$ cat src/rtl/scp_pkg.sv
`default_nettype none

package scp_pkg;

    // Selector: {crn, crm, opc2}
    localparam int SEL_W = 11;
    typedef logic [SEL_W-1:0] sel_key_t;

    localparam sel_key_t KEY_ID_MAIN = {4'd0, 4'd0, 3'd0};
    localparam sel_key_t KEY_ID_TCM  = {4'd0, 4'd0, 3'd1};
    localparam sel_key_t KEY_CTRL    = {4'd1, 4'd0, 3'd0};
    localparam sel_key_t KEY_DTCM    = {4'd9, 4'd1, 3'd0};
    localparam sel_key_t KEY_ITCM    = {4'd9, 4'd1, 3'd1};
    localparam sel_key_t KEY_HALT_A  = {4'd7, 4'd0, 3'd4};
    localparam sel_key_t KEY_HALT_B  = {4'd7, 4'd8, 3'd2};

    typedef enum logic [2:0] {
        SEL_ID_MAIN,
        SEL_ID_TCM,
        SEL_CTRL,
        SEL_DTCM,
        SEL_ITCM,
        SEL_HALT,
        SEL_NONE
    } sel_t;

    localparam logic ACT_READ  = 1'b0;
    localparam logic ACT_WRITE = 1'b1;

    localparam logic [31:0] ID_MAIN_WORD  = 32'h4105_9461;
    localparam logic [31:0] ID_TCM_WORD   = 32'h0F0D_2112;
    localparam logic [31:0] CTRL_MASK     = 32'h000F_F085;
    localparam logic [31:0] CTRL_RESET    = 32'h0000_0078;
    localparam logic [31:0] REGION_MASK   = 32'hFFFF_F000;
    localparam logic [5:0]  TCM_BASE_LOG2 = 6'd9;
    localparam logic [5:0]  TCM_MIN_LOG2  = 6'd12;

    // Control word bit positions
    localparam int CTRL_VEC_HIGH = 13;
    localparam int CTRL_DTCM_EN  = 16;
    localparam int CTRL_DTCM_LD  = 17;
    localparam int CTRL_ITCM_EN  = 18;
    localparam int CTRL_ITCM_LD  = 19;

    typedef struct packed {
        logic        action;
        logic [3:0]  crn;
        logic [3:0]  crm;
        logic [2:0]  opc2;
        logic [31:0] write_data;
    } req_t;

    typedef struct packed {
        logic [31:0] read_data;
        logic        unknown_register;
        logic        remap_valid;
        logic [31:0] remap_start;
        logic [5:0]  remap_size_log2;
        logic        halt_request;
        logic        vectors_high;
        logic        dtcm_read_on;
        logic        dtcm_write_on;
        logic        itcm_read_on;
        logic        itcm_write_on;
        logic        last;
    } rsp_t;

    typedef struct packed {
        logic [31:0] ctrl;
        logic [31:0] dtcm;
        logic [31:0] itcm;
    } regs_t;

    typedef struct packed {
        rsp_t  first;
        rsp_t  second;
        logic  two;
        regs_t regs_next;
    } decode_t;

endpackage

`default_nettype wire

$ cat src/rtl/scp_ifs.sv
`default_nettype none

interface scp_req_if;
    logic        valid;
    logic        ready;
    logic        action;
    logic [3:0]  crn;
    logic [3:0]  crm;
    logic [2:0]  opc2;
    logic [31:0] write_data;

    modport source (output valid, action, crn, crm, opc2, write_data, input ready);
    modport sink   (input valid, action, crn, crm, opc2, write_data, output ready);
endinterface

interface scp_rsp_if;
    logic        valid;
    logic        ready;
    logic [31:0] read_data;
    logic        unknown_register;
    logic        remap_valid;
    logic [31:0] remap_start;
    logic [5:0]  remap_size_log2;
    logic        halt_request;
    logic        vectors_high;
    logic        dtcm_read_on;
    logic        dtcm_write_on;
    logic        itcm_read_on;
    logic        itcm_write_on;
    logic        last;

    modport source (
        output valid, read_data, unknown_register, remap_valid, remap_start,
               remap_size_log2, halt_request, vectors_high, dtcm_read_on,
               dtcm_write_on, itcm_read_on, itcm_write_on, last,
        input  ready
    );
    modport sink (
        input  valid, read_data, unknown_register, remap_valid, remap_start,
               remap_size_log2, halt_request, vectors_high, dtcm_read_on,
               dtcm_write_on, itcm_read_on, itcm_write_on, last,
        output ready
    );
endinterface

`default_nettype wire

$ cat src/rtl/system_control_coprocessor_regs.sv
// System control coprocessor register block.
//
// req (sink): one coprocessor access per word: action (read/write), the
// selector crn/crm/opc2 and write_data. rsp (source): result words, each
// carrying read data, unknown/remap/halt indications, the flags derived
// from the control word after the access, and last on the access's final
// word.
// An accepted access sits in the input register and is decoded and
// written to the result buffer once that buffer drains; its first result
// word is offered straight from the buffer.
// Throughput: one access per cycle for accesses with one result word
// while rsp.ready stays high. Control and DTCM region writes make two
// words and fill the two-slot result buffer; the next access is decoded
// only once the buffer drains.
// Reset: control word returns to 0x00000078, both TCM region words to 0,
// input and result stages empty.
// Stall: when rsp.ready is low the result buffer holds; the input register
// then fills and req.ready drops until the buffer drains.
`default_nettype none

module system_control_coprocessor_regs (
    input  var logic  clk,
    input  var logic  rst_n,
    scp_req_if.sink   req,
    scp_rsp_if.source rsp
);

    scp_pkg::req_t    hold_reg;
    logic             hold_valid_reg;
    scp_pkg::regs_t   regs_reg;
    scp_pkg::decode_t dec;
    scp_pkg::rsp_t    head;
    logic             drained;
    logic             head_valid;
    logic             pop;
    logic             process;

    assign pop       = rsp.valid & rsp.ready;
    assign process   = hold_valid_reg & drained;
    assign req.ready = ~hold_valid_reg | process;

    // Input register: take a new word whenever the held one moves on
    always_ff @(posedge clk or negedge rst_n)
    begin
        if (!rst_n)
            hold_valid_reg <= 1'b0;
        else if (req.ready)
            hold_valid_reg <= req.valid;
    end

    always_ff @(posedge clk)
    begin
        if (req.valid && req.ready)
        begin
            hold_reg.action     <= req.action;
            hold_reg.crn        <= req.crn;
            hold_reg.crm        <= req.crm;
            hold_reg.opc2       <= req.opc2;
            hold_reg.write_data <= req.write_data;
        end
    end

    scp_decode u_decode (
        .req  (hold_reg),
        .regs (regs_reg),
        .dec  (dec)
    );

    // Architectural registers change only when an access is decoded
    always_ff @(posedge clk or negedge rst_n)
    begin
        if (!rst_n)
        begin
            regs_reg.ctrl <= scp_pkg::CTRL_RESET;
            regs_reg.dtcm <= '0;
            regs_reg.itcm <= '0;
        end
        else if (process)
        begin
            regs_reg <= dec.regs_next;
        end
    end

    scp_rsp_queue u_rsp_queue (
        .clk         (clk),
        .rst_n       (rst_n),
        .push        (process),
        .push_two    (dec.two),
        .push_first  (dec.first),
        .push_second (dec.second),
        .pop         (pop),
        .drained     (drained),
        .head_valid  (head_valid),
        .head        (head)
    );

    assign rsp.valid            = head_valid;
    assign rsp.read_data        = head.read_data;
    assign rsp.unknown_register = head.unknown_register;
    assign rsp.remap_valid      = head.remap_valid;
    assign rsp.remap_start      = head.remap_start;
    assign rsp.remap_size_log2  = head.remap_size_log2;
    assign rsp.halt_request     = head.halt_request;
    assign rsp.vectors_high     = head.vectors_high;
    assign rsp.dtcm_read_on     = head.dtcm_read_on;
    assign rsp.dtcm_write_on    = head.dtcm_write_on;
    assign rsp.itcm_read_on     = head.itcm_read_on;
    assign rsp.itcm_write_on    = head.itcm_write_on;
    assign rsp.last             = head.last;

    // A word without last always has its partner queued behind it
    a_second_follows: assert property (@(posedge clk) disable iff (!rst_n)
        rsp.valid && !rsp.last |=> rsp.valid)
        else $error("second result word missing");

    a_remap_size: assert property (@(posedge clk) disable iff (!rst_n)
        rsp.valid && rsp.remap_valid |-> rsp.remap_size_log2 >= scp_pkg::TCM_MIN_LOG2)
        else $error("remap size below minimum");

    a_halt_alone: assert property (@(posedge clk) disable iff (!rst_n)
        rsp.valid && rsp.halt_request |-> rsp.last && !rsp.remap_valid)
        else $error("halt word carries remap or is not last");

    a_unknown_zero: assert property (@(posedge clk) disable iff (!rst_n)
        rsp.valid && rsp.unknown_register |-> rsp.read_data == 32'd0 && rsp.last)
        else $error("unknown selector returned data");

endmodule

`default_nettype wire

$ cat src/rtl/scp_decode.sv
`default_nettype none

module scp_decode (
    input  var scp_pkg::req_t    req,
    input  var scp_pkg::regs_t   regs,
    output var scp_pkg::decode_t dec
);

    function automatic logic [5:0] size_log2(input logic [31:0] word);
        logic [5:0] e;
        begin
            e = scp_pkg::TCM_BASE_LOG2 + {1'b0, word[5:1]};
            size_log2 = (e < scp_pkg::TCM_MIN_LOG2) ? scp_pkg::TCM_MIN_LOG2 : e;
        end
    endfunction

    scp_pkg::sel_t  sel;
    scp_pkg::regs_t nxt;
    scp_pkg::rsp_t  base;
    scp_pkg::rsp_t  r0;
    scp_pkg::rsp_t  r1;
    logic           two;
    logic [5:0]     itcm_old_sz;
    logic [5:0]     itcm_new_sz;

    always_comb
    begin
        unique case ({req.crn, req.crm, req.opc2})
            scp_pkg::KEY_ID_MAIN: sel = scp_pkg::SEL_ID_MAIN;
            scp_pkg::KEY_ID_TCM:  sel = scp_pkg::SEL_ID_TCM;
            scp_pkg::KEY_CTRL:    sel = scp_pkg::SEL_CTRL;
            scp_pkg::KEY_DTCM:    sel = scp_pkg::SEL_DTCM;
            scp_pkg::KEY_ITCM:    sel = scp_pkg::SEL_ITCM;
            scp_pkg::KEY_HALT_A:  sel = scp_pkg::SEL_HALT;
            scp_pkg::KEY_HALT_B:  sel = scp_pkg::SEL_HALT;
            default:              sel = scp_pkg::SEL_NONE;
        endcase
    end

    // Next register state
    always_comb
    begin
        nxt = regs;
        if (req.action == scp_pkg::ACT_WRITE)
        begin
            case (sel)
                scp_pkg::SEL_CTRL:
                    nxt.ctrl = (regs.ctrl & ~scp_pkg::CTRL_MASK)
                             | (req.write_data & scp_pkg::CTRL_MASK);
                scp_pkg::SEL_DTCM: nxt.dtcm = req.write_data;
                scp_pkg::SEL_ITCM: nxt.itcm = req.write_data;
                default:           nxt = regs;
            endcase
        end
    end

    assign itcm_old_sz = size_log2(regs.itcm);
    assign itcm_new_sz = size_log2(req.write_data);

    // Flags come from the control word as it stands after the access
    always_comb
    begin
        base = '0;
        base.vectors_high  = nxt.ctrl[scp_pkg::CTRL_VEC_HIGH];
        base.dtcm_write_on = nxt.ctrl[scp_pkg::CTRL_DTCM_EN];
        base.dtcm_read_on  = nxt.ctrl[scp_pkg::CTRL_DTCM_EN] & ~nxt.ctrl[scp_pkg::CTRL_DTCM_LD];
        base.itcm_write_on = nxt.ctrl[scp_pkg::CTRL_ITCM_EN];
        base.itcm_read_on  = nxt.ctrl[scp_pkg::CTRL_ITCM_EN] & ~nxt.ctrl[scp_pkg::CTRL_ITCM_LD];
    end

    always_comb
    begin
        r0 = base;
        r1 = base;
        r1.last = 1'b1;
        two = 1'b0;
        if (req.action == scp_pkg::ACT_READ)
        begin
            r0.last = 1'b1;
            case (sel)
                scp_pkg::SEL_ID_MAIN: r0.read_data = scp_pkg::ID_MAIN_WORD;
                scp_pkg::SEL_ID_TCM:  r0.read_data = scp_pkg::ID_TCM_WORD;
                scp_pkg::SEL_CTRL:    r0.read_data = regs.ctrl;
                scp_pkg::SEL_DTCM:    r0.read_data = regs.dtcm;
                scp_pkg::SEL_ITCM:    r0.read_data = regs.itcm;
                default:              r0.unknown_register = 1'b1;
            endcase
        end
        else
        begin
            case (sel)
                scp_pkg::SEL_CTRL:
                begin
                    two = 1'b1;
                    r0.remap_valid     = 1'b1;
                    r0.remap_start     = regs.dtcm & scp_pkg::REGION_MASK;
                    r0.remap_size_log2 = size_log2(regs.dtcm);
                    r1.remap_valid     = 1'b1;
                    r1.remap_size_log2 = itcm_old_sz;
                end
                scp_pkg::SEL_DTCM:
                begin
                    two = 1'b1;
                    r0.remap_valid     = 1'b1;
                    r0.remap_start     = regs.dtcm & scp_pkg::REGION_MASK;
                    r0.remap_size_log2 = size_log2(regs.dtcm);
                    r1.remap_valid     = 1'b1;
                    r1.remap_start     = req.write_data & scp_pkg::REGION_MASK;
                    r1.remap_size_log2 = size_log2(req.write_data);
                end
                scp_pkg::SEL_ITCM:
                begin
                    r0.last            = 1'b1;
                    r0.remap_valid     = 1'b1;
                    r0.remap_size_log2 = (itcm_old_sz > itcm_new_sz) ? itcm_old_sz
                                                                      : itcm_new_sz;
                end
                scp_pkg::SEL_HALT:
                begin
                    r0.last         = 1'b1;
                    r0.halt_request = 1'b1;
                end
                default:
                begin
                    r0.last             = 1'b1;
                    r0.unknown_register = 1'b1;
                end
            endcase
        end
    end

    assign dec.first     = r0;
    assign dec.second    = r1;
    assign dec.two       = two;
    assign dec.regs_next = nxt;

endmodule

`default_nettype wire

$ cat src/rtl/scp_rsp_queue.sv
`default_nettype none

module scp_rsp_queue (
    input  var logic          clk,
    input  var logic          rst_n,
    input  var logic          push,
    input  var logic          push_two,
    input  var scp_pkg::rsp_t push_first,
    input  var scp_pkg::rsp_t push_second,
    input  var logic          pop,
    output var logic          drained,
    output var logic          head_valid,
    output var scp_pkg::rsp_t head
);

    logic [1:0]    cnt_reg;
    logic [1:0]    cnt_next;
    logic [1:0]    cnt_after_pop;
    scp_pkg::rsp_t slot0_reg;
    scp_pkg::rsp_t slot1_reg;

    assign cnt_after_pop = cnt_reg - {1'b0, pop};
    assign drained       = (cnt_after_pop == 2'd0);
    assign head_valid    = (cnt_reg != 2'd0);
    assign head          = slot0_reg;

    always_comb
    begin
        if (push)
            cnt_next = push_two ? 2'd2 : 2'd1;
        else
            cnt_next = cnt_after_pop;
    end

    always_ff @(posedge clk or negedge rst_n)
    begin
        if (!rst_n)
            cnt_reg <= 2'd0;
        else
            cnt_reg <= cnt_next;
    end

    // Load both slots on push; otherwise advance the second word on pop
    always_ff @(posedge clk)
    begin
        if (push)
        begin
            slot0_reg <= push_first;
            slot1_reg <= push_second;
        end
        else if (pop)
        begin
            slot0_reg <= slot1_reg;
        end
    end

endmodule

`default_nettype wire

$ cat src/flat_wrapper.sv
// flat-port wrapper written by rule: the top's interface ports become plain ports
module system_control_coprocessor_regs_flat 
  (clk, rst_n, req_valid, req_action, req_crn, req_crm, req_opc2, req_write_data, req_ready, rsp_valid, rsp_read_data, rsp_unknown_register, rsp_remap_valid, rsp_remap_start, rsp_remap_size_log2, rsp_halt_request, rsp_vectors_high, rsp_dtcm_read_on, rsp_dtcm_write_on, rsp_itcm_read_on, rsp_itcm_write_on, rsp_last, rsp_ready);
  scp_req_if req_i ();
  scp_rsp_if rsp_i ();
  input  var logic clk;
  input  var logic rst_n;
  input wire logic [$bits(req_i.valid)-1:0] req_valid;
  input wire logic [$bits(req_i.action)-1:0] req_action;
  input wire logic [$bits(req_i.crn)-1:0] req_crn;
  input wire logic [$bits(req_i.crm)-1:0] req_crm;
  input wire logic [$bits(req_i.opc2)-1:0] req_opc2;
  input wire logic [$bits(req_i.write_data)-1:0] req_write_data;
  output wire logic [$bits(req_i.ready)-1:0] req_ready;
  output wire logic [$bits(rsp_i.valid)-1:0] rsp_valid;
  output wire logic [$bits(rsp_i.read_data)-1:0] rsp_read_data;
  output wire logic [$bits(rsp_i.unknown_register)-1:0] rsp_unknown_register;
  output wire logic [$bits(rsp_i.remap_valid)-1:0] rsp_remap_valid;
  output wire logic [$bits(rsp_i.remap_start)-1:0] rsp_remap_start;
  output wire logic [$bits(rsp_i.remap_size_log2)-1:0] rsp_remap_size_log2;
  output wire logic [$bits(rsp_i.halt_request)-1:0] rsp_halt_request;
  output wire logic [$bits(rsp_i.vectors_high)-1:0] rsp_vectors_high;
  output wire logic [$bits(rsp_i.dtcm_read_on)-1:0] rsp_dtcm_read_on;
  output wire logic [$bits(rsp_i.dtcm_write_on)-1:0] rsp_dtcm_write_on;
  output wire logic [$bits(rsp_i.itcm_read_on)-1:0] rsp_itcm_read_on;
  output wire logic [$bits(rsp_i.itcm_write_on)-1:0] rsp_itcm_write_on;
  output wire logic [$bits(rsp_i.last)-1:0] rsp_last;
  input wire logic [$bits(rsp_i.ready)-1:0] rsp_ready;
  assign req_i.valid = req_valid;
  assign req_i.action = req_action;
  assign req_i.crn = req_crn;
  assign req_i.crm = req_crm;
  assign req_i.opc2 = req_opc2;
  assign req_i.write_data = req_write_data;
  assign req_ready = req_i.ready;
  assign rsp_valid = rsp_i.valid;
  assign rsp_read_data = rsp_i.read_data;
  assign rsp_unknown_register = rsp_i.unknown_register;
  assign rsp_remap_valid = rsp_i.remap_valid;
  assign rsp_remap_start = rsp_i.remap_start;
  assign rsp_remap_size_log2 = rsp_i.remap_size_log2;
  assign rsp_halt_request = rsp_i.halt_request;
  assign rsp_vectors_high = rsp_i.vectors_high;
  assign rsp_dtcm_read_on = rsp_i.dtcm_read_on;
  assign rsp_dtcm_write_on = rsp_i.dtcm_write_on;
  assign rsp_itcm_read_on = rsp_i.itcm_read_on;
  assign rsp_itcm_write_on = rsp_i.itcm_write_on;
  assign rsp_last = rsp_i.last;
  assign rsp_i.ready = rsp_ready;
  system_control_coprocessor_regs u_core (.clk(clk), .rst_n(rst_n), .req(req_i), .rsp(rsp_i));
endmodule
$ cat config.mk
export PLATFORM = sky130hd
export DESIGN_NAME = system_control_coprocessor_regs_flat
export DESIGN_NICKNAME = d
export VERILOG_FILES = /design/src/rtl/scp_pkg.sv /design/src/rtl/scp_ifs.sv /design/src/rtl/system_control_coprocessor_regs.sv /design/src/rtl/scp_decode.sv /design/src/rtl/scp_rsp_queue.sv /design/src/flat_wrapper.sv
export SDC_FILE = /design/constraint.sdc
export NUM_CORES = 1
export LEC_CHECK = 0
export ABC_AREA = 1
export BUFFER_PORTS_ARGS = -buffer_cell sky130_fd_sc_hd__buf_4
export CAP_MARGIN = 20
export CORE_MARGIN = 5
export CORE_UTILIZATION = 55
export CTS_CLUSTER_SIZE = 25
export DETAILED_ROUTE_END_ITERATION = 10
export PLACE_DENSITY = 0.75
export SKIP_CTS_REPAIR_TIMING = 1
export SYNTH_ARGS = -nofsm -noshare
export SYNTH_HDL_FRONTEND = slang
export SYNTH_HIERARCHICAL = 1
export SYNTH_SLANG_ARGS = --single-unit
$ cat constraint.sdc
create_clock -name clk -period 4.8 [get_ports clk]
set_clock_uncertainty 0.15 [all_clocks]
set_input_delay 0.24 -clock clk [delete_from_list [all_inputs] [get_ports clk]]
set_output_delay 0.24 -clock clk [all_outputs]
set_load 0.01 [all_outputs]
# After elaboration in Yosys (flattened, before gate mapping)

Cells that the tools add are included.

Register bits: 266
Bits of input ports: 48
Output and inout port bits: 81

Add/sub/neg operators: 4
Order comparisons: 4
Eq/ne operators: 11
Muxes and demuxes: 28
Bitwise gates (word level): 9
Reduce and logical (&&, ||, !) cells: 15

Operator list:

| kind                 | number |
|---|---|
| $pmux 32 s5          | 1 |
| $mux 79              | 2 |
| $mux 32              | 4 |
| $mux 84              | 1 |
| $mux 40              | 1 |
| $or 32x20->32        | 1 |
| $mux 6               | 4 |
| $pmux 6 s2           | 2 |
| $eq 11x10->1 const B | 2 |
| $eq 11x11->1 const B | 2 |
| $mux 20              | 1 |
| $add 4x5->6 const A  | 3 |
| $lt 6x4->1 const B   | 3 |
| $pmux 3 s6           | 1 |
| $eq 11x1->1 const B  | 1 |
| $eq 11x8->1 const B  | 1 |
| $logic_not 11->1     | 1 |
| $mux 1               | 9 |
| $reduce_and 3->1     | 3 |
| $eq 3x2->1 const B   | 2 |
| $eq 3x3->1 const B   | 2 |
| $gt 6x6->1           | 1 |
| $reduce_or 5->1      | 1 |
| $and 1x1->1          | 4 |
| other kinds (13)     | 18 |

# Longest topological paths before layout

Word-level depth: 9
Mapped depth: 20
Mapped depth without buffers: 19

# By module

The synthesis kept the hierarchy.

By module, submodules not included:

| module                          | times used | cells an instance | area an instance (um^2) |
|---|---|---|---|
| scp_rsp_queue                   | 1          | 429               | 5,901.9 |
| system_control_coprocessor_regs | 1          | 470               | 5,208.7 |
| scp_decode                      | 1          | 791               | 3,995.1 |

# Worst setup path after synthesis

OpenSTA, ideal clock, no wires.

Kind: reg-to-reg
From: register u_core.u_rsp_queue.cnt_reg[1]
To: register u_core.u_rsp_queue.slot0_reg (netlist bit u_core/u_rsp_queue/head[0]) (enable)
Setup time: 0.403 ns
Arrival time: 4.450 ns
Required time: 4.247 ns
Setup slack: -0.203 ns
Stages on the path, launching flop included: 16
Buffers on the path: 4
Clock period less this slack: 5.003 ns
Path through: dfrtp_1 > inv_1 > nand2_1 > nand2_1 > inv_1 > ha_1 > inv_1 > nand2_1 > a21oi_1 > buf_4 > nand2_4 > buf_6 > buf_6 > inv_1 > buf_6 > or2_2

Word-level cells in the longest chain between the ends: 6

Ends and longest elaborated chain:

| what                        | line                                  | RTL |
|---|---|---|
| start, declared             | scp_rsp_queue.sv:16                   | `logic [1:0] cnt_reg;` |
| start signal, assigned      | scp_rsp_queue.sv:40                   | `cnt_reg <= cnt_next;` |
| $reduce_bool 2->1           | scp_rsp_queue.sv:24                   | `assign head_valid = (cnt_reg != 2'd0);` |
| via rsp_valid               | flat_wrapper.sv:15                    | `output wire logic [$bits(rsp_i.valid)-1:0] rsp_valid;` |
| $and 1x1->1                 | system_control_coprocessor_regs.sv:38 | `assign pop = rsp.valid & rsp.ready;` |
| via u_core.pop              | system_control_coprocessor_regs.sv:35 | `logic pop;` |
| $sub 2x1->2                 | scp_rsp_queue.sv:22                   | `assign cnt_after_pop = cnt_reg - {1'b0, pop};` |
| $logic_not 2->1             | scp_rsp_queue.sv:23                   | `assign drained = (cnt_after_pop == 2'd0);` |
| via u_core.drained          | system_control_coprocessor_regs.sv:33 | `logic drained;` |
| $and 1x1->1                 | system_control_coprocessor_regs.sv:39 | `assign process = hold_valid_reg & drained;` |
| via u_core.process          | system_control_coprocessor_regs.sv:36 | `logic process;` |
| $reduce_bool 2->1 (no line) | --                                    |  |
| end signal, assigned        | scp_rsp_queue.sv:48                   | `slot0_reg <= push_first;` |
| end signal, assigned        | scp_rsp_queue.sv:53                   | `slot0_reg <= slot1_reg;` |
| end, declared               | scp_rsp_queue.sv:19                   | `scp_pkg::rsp_t slot0_reg;` |

The timed path passes the listed nets, and every way through them passes these cells.
A chain may end at the register's enable or synchronous reset.

# Final worst setup path

From: register u_core/hold_reg[33] (netlist name)
To: register u_core/regs_reg[0] (netlist name)

Word-level cells in the longest chain between the ends: 5

Ends and longest elaborated chain:

| what                         | line                                  | RTL |
|---|---|---|
| start, declared              | system_control_coprocessor_regs.sv:28 | `scp_pkg::req_t hold_reg;` |
| $eq 11x10->1                 | scp_decode.sv:28                      | `unique case ({req.crn, req.crm, req.opc2})` |
| $reduce_or 2->1 (no line)    | --                                    |  |
| $pmux 3 s6 *                 | scp_decode.sv:28                      |  |
| $eq 3x3->1 *                 | scp_decode.sv:46                      | `case (sel)` |
| $reduce_and 3->1 (no line) * | --                                    |  |
| end signal, assigned         | system_control_coprocessor_regs.sv:80 | `regs_reg <= dec.regs_next;` |
| end, declared                | system_control_coprocessor_regs.sv:30 | `scp_pkg::regs_t regs_reg;` |

Every way passes the cells marked *; elsewhere a longest branch is shown, timed or not.

==> metrics <==
Worst Hold Launch=rsp_ready; number of diodes=0; crit path buf inv count=4; WHS Path Cells=6; grt ovf=0; via density per instance=around 5.2; R2R depth=17; site row count=60; WL/cell=roughly 16 um; area grow syn2layout=14.1%; Initial Util=between 50 and 60%; Iter 0 DRT Violations=1360; share of cells above drive strength 1=13.2%; GRT Overall Usage=between 20 and 25%; Worst slew margin=roughly a quarter; Setup CP Type=reg -> reg; global-route wire length before repair=between 50000 and 60000 um; Syn. warnings=6; status=finished clean; Slew Limit Fails=0; CTS Buf Count=34; via count=11363; Avg Cell Area, Syn=between 8 and 9 um2; peak fanout along the critical path=55; Fin. Hold Viols=0; Critical Path Most Common Cell=nand2_1; worst vdd ir=~0.41 mV; initial antenna violation count=0; crit path capture type=register; Synth area leader=edfxtp_1; Worst-path clk slew=around 0.060 ns; cell count after synthesis=~1700; Leakage=around 8.1 nW; Pwr per Cell Area=approximately 570 nW/um2; die area=a little over 30000 um2; Finished Core Util=63.8%; highest clock rate=approximately 0.26 GHz; reg2reg end=u_core/regs_reg[0]$_DFFE_PN0P_; worst skew pair latency=around 0.51 ns; vias in the first global route=10998; Die Ht=176 um; Synth cell types=38; max-cap viol count=0; clock buffer depth=3; post-layout min period=3.92 ns; Largest register FFs=96; startpoint types=register; core region area=between 20000 and 30000 um2; family with the most delay on the worst path=simple AND/OR/NAND/NOR gates; Root Driver=clkbuf_16; top cell type's share of synthesized area=approximately two fifths; commonest non-fill, non-tap cells in the layout=nand2_1, edfxtp_1, nand3_1; Synth Register Bits=about 300; worst-path cell chain=inv_1, nand2_1, nor2_1, nand3_1, nand3_4, inv_2, ha_1, nand2_1, inv_2, nor2_8, nand2_2, nor2_4, nand2_2, buf_4, o21ai_1, nand3_1, nand2_1; GP Congestion=slightly above 0.9; Hold Path Sink=u_core/u_rsp_queue/cnt_reg[0]$_DFF_PN0_; first drt pass iteration count=5; Hold/Removal Path Class=in -> reg; RSZ-0062 raised after global routing=false; post-layout net count=approximately 1900; TNS Setup=0 ns; register area share after synthesis=56.6%; worst r2r src=u_core/hold_reg[33]$_DFFE_PP_; period utilization=roughly four fifths; # clock sinks=approximately 300; largest net degree at the start of global routing=around 160; Routed Antenna Nets=0; CP required=around 5.1 ns; H-Tree Depth=2; r2r setup slk=0.88 ns; die width=between 150 and 200 um; # IOs=between 100 and 150; Worst path slowest cell=nor2_4; largest stage delay on the critical path=0.47 ns; most area-consuming cells after synthesis=edfxtp_1, nand2_1, dfrtp_1; most common cell after layout, fill and taps aside=nand2_1; Crit path arrival time=around 4.2 ns; Port Buffers=between 100 and 150; Worst Max-Slew Pin Slew=1.11 ns; DR DRC count=0; CTS tree=done; final wirelength=between 30000 and 40000 um; final setup vio count=0; Post-Syn Area=~15000 um2; post-detail-place hpwl=about 22000 um
power by group:
group,internal [W],switching (W),leakage [nW]
registers,0.00390,0.000257,3.33
logic,0.000899,0.00219,4.25
clock network,0.00157,0.000999,0.550
through the flow:
stage	hold WS [ns]	instances	instance area [um2]	total power (W)	setup slack (ns)
final	0.194	2169	17200	0.00981	0.882
after global routing	0.194	2169	17200	0.0103	0.614
after CTS	-0.310	2122	16800	0.00982	0.976
after detailed placement	0.225	2060	15600	0.00724	0.982
after global placement	0.231	2060	15600	0.00716	1.14
after floorplan	-0.206	1747	15300	0.00622	0.502
cells in the mapped netlist:
master      n
buf_1       1
edfxtp_1  202
inv_2       8
nor3_1      2
o21a_1      1
buf_4     100
buf_2      40
nor2_4      5
nor2_2      3
nand2_1   676
nor2_1     96
o21ai_2    12
buf_6      22
a21oi_4     1
nor2_8      3
conb_1      2
nand4_1    10
a21oi_2     1
nand3_4     1
ha_1       12
xor2_1      9
dfrtp_1    95
nand3b_1    1
nand3_2     1
nand2_4     5
nor3_2      1
dfstp_2     4
nand3_1   150
or2_2       1
inv_1     119
clkinv_1    1
o211ai_1    1
nand2_2     4
o21ai_0    21
clkbuf_1    4
clkbuf_8    1
o21ai_1    61
a21oi_1    13
cell type report:
cell class                 instances  area (um2)
sequential                       301        8550
clock buffer                      47        1000
fill                            2168        9790
clock inverter                    15         118
inverter                         128         484
multi-input combinational       1150        5080
tap                              341         427
timing repair buffer             187        1570
cells by family (layout without fill, tap and decap cells):
logic type / Yosys count / after routing / share of synthesized area, %
flops: 301 / 301 / 56.6
xor+xnor: 9 / 9 / 0.522
buf+inv: 296 / 377 / 11.3
other cells: 2 / 59 / 0.0497
fa+ha+maj: 12 / 12 / 0.994
simple gates: 959 / 959 / 26.4
compound gates: 111 / 111 / 4.11
layer usage:
layer | GRT usage (%) | part of all wire [%]
met1 | 29.6 | 41
met2 | 36.0 | 47
met3 | 3.85 | 7.0
met4 | 10.5 | 4.9
met5 | 0 | 0
how the worst max path moves through the flow:
stage / start / end / slack, ns / cells after the start
6_report: u_core/hold_reg[33]$_DFFE_PP_ / u_core/regs_reg[0]$_DFFE_PN0P_ / 0.88 / 17
2_1_floorplan: u_core/u_rsp_queue/cnt_reg[1]$_DFF_PN0_ / u_core/u_rsp_queue/head[0]$_DFFE_PP_ / 0.50 / 14
5_1_grt: u_core/hold_reg[33]$_DFFE_PP_ / u_core/regs_reg[29]$_DFFE_PN0P_ / 0.61 / 17
3_5_place_dp: u_core/hold_reg[33]$_DFFE_PP_ / u_core/regs_reg[0]$_DFFE_PN0P_ / 0.98 / 17
3_3_place_gp: u_core/hold_reg[38]$_DFFE_PP_ / u_core/regs_reg[13]$_DFFE_PN0P_ / 1.14 / 17
4_1_cts: u_core/hold_reg[33]$_DFFE_PP_ / u_core/regs_reg[0]$_DFFE_PN0P_ / 0.98 / 17
worst register-to-register path, cell delays in order, from the launching register on:
cell and delay [ns]:
edfxtp_1 0.43, inv_1 0.10, nand2_1 0.08, nor2_1 0.17, nand3_1 0.16, nand3_4 0.21, inv_2 0.12, ha_1 0.22
nand2_1 0.09, inv_2 0.09, nor2_8 0.17, nand2_2 0.12, nor2_4 0.48, nand2_2 0.35, buf_4 0.43, o21ai_1 0.25
nand3_1 0.10, nand2_1 0.12
No activity file was read; power rests on OpenSTA's default activity.
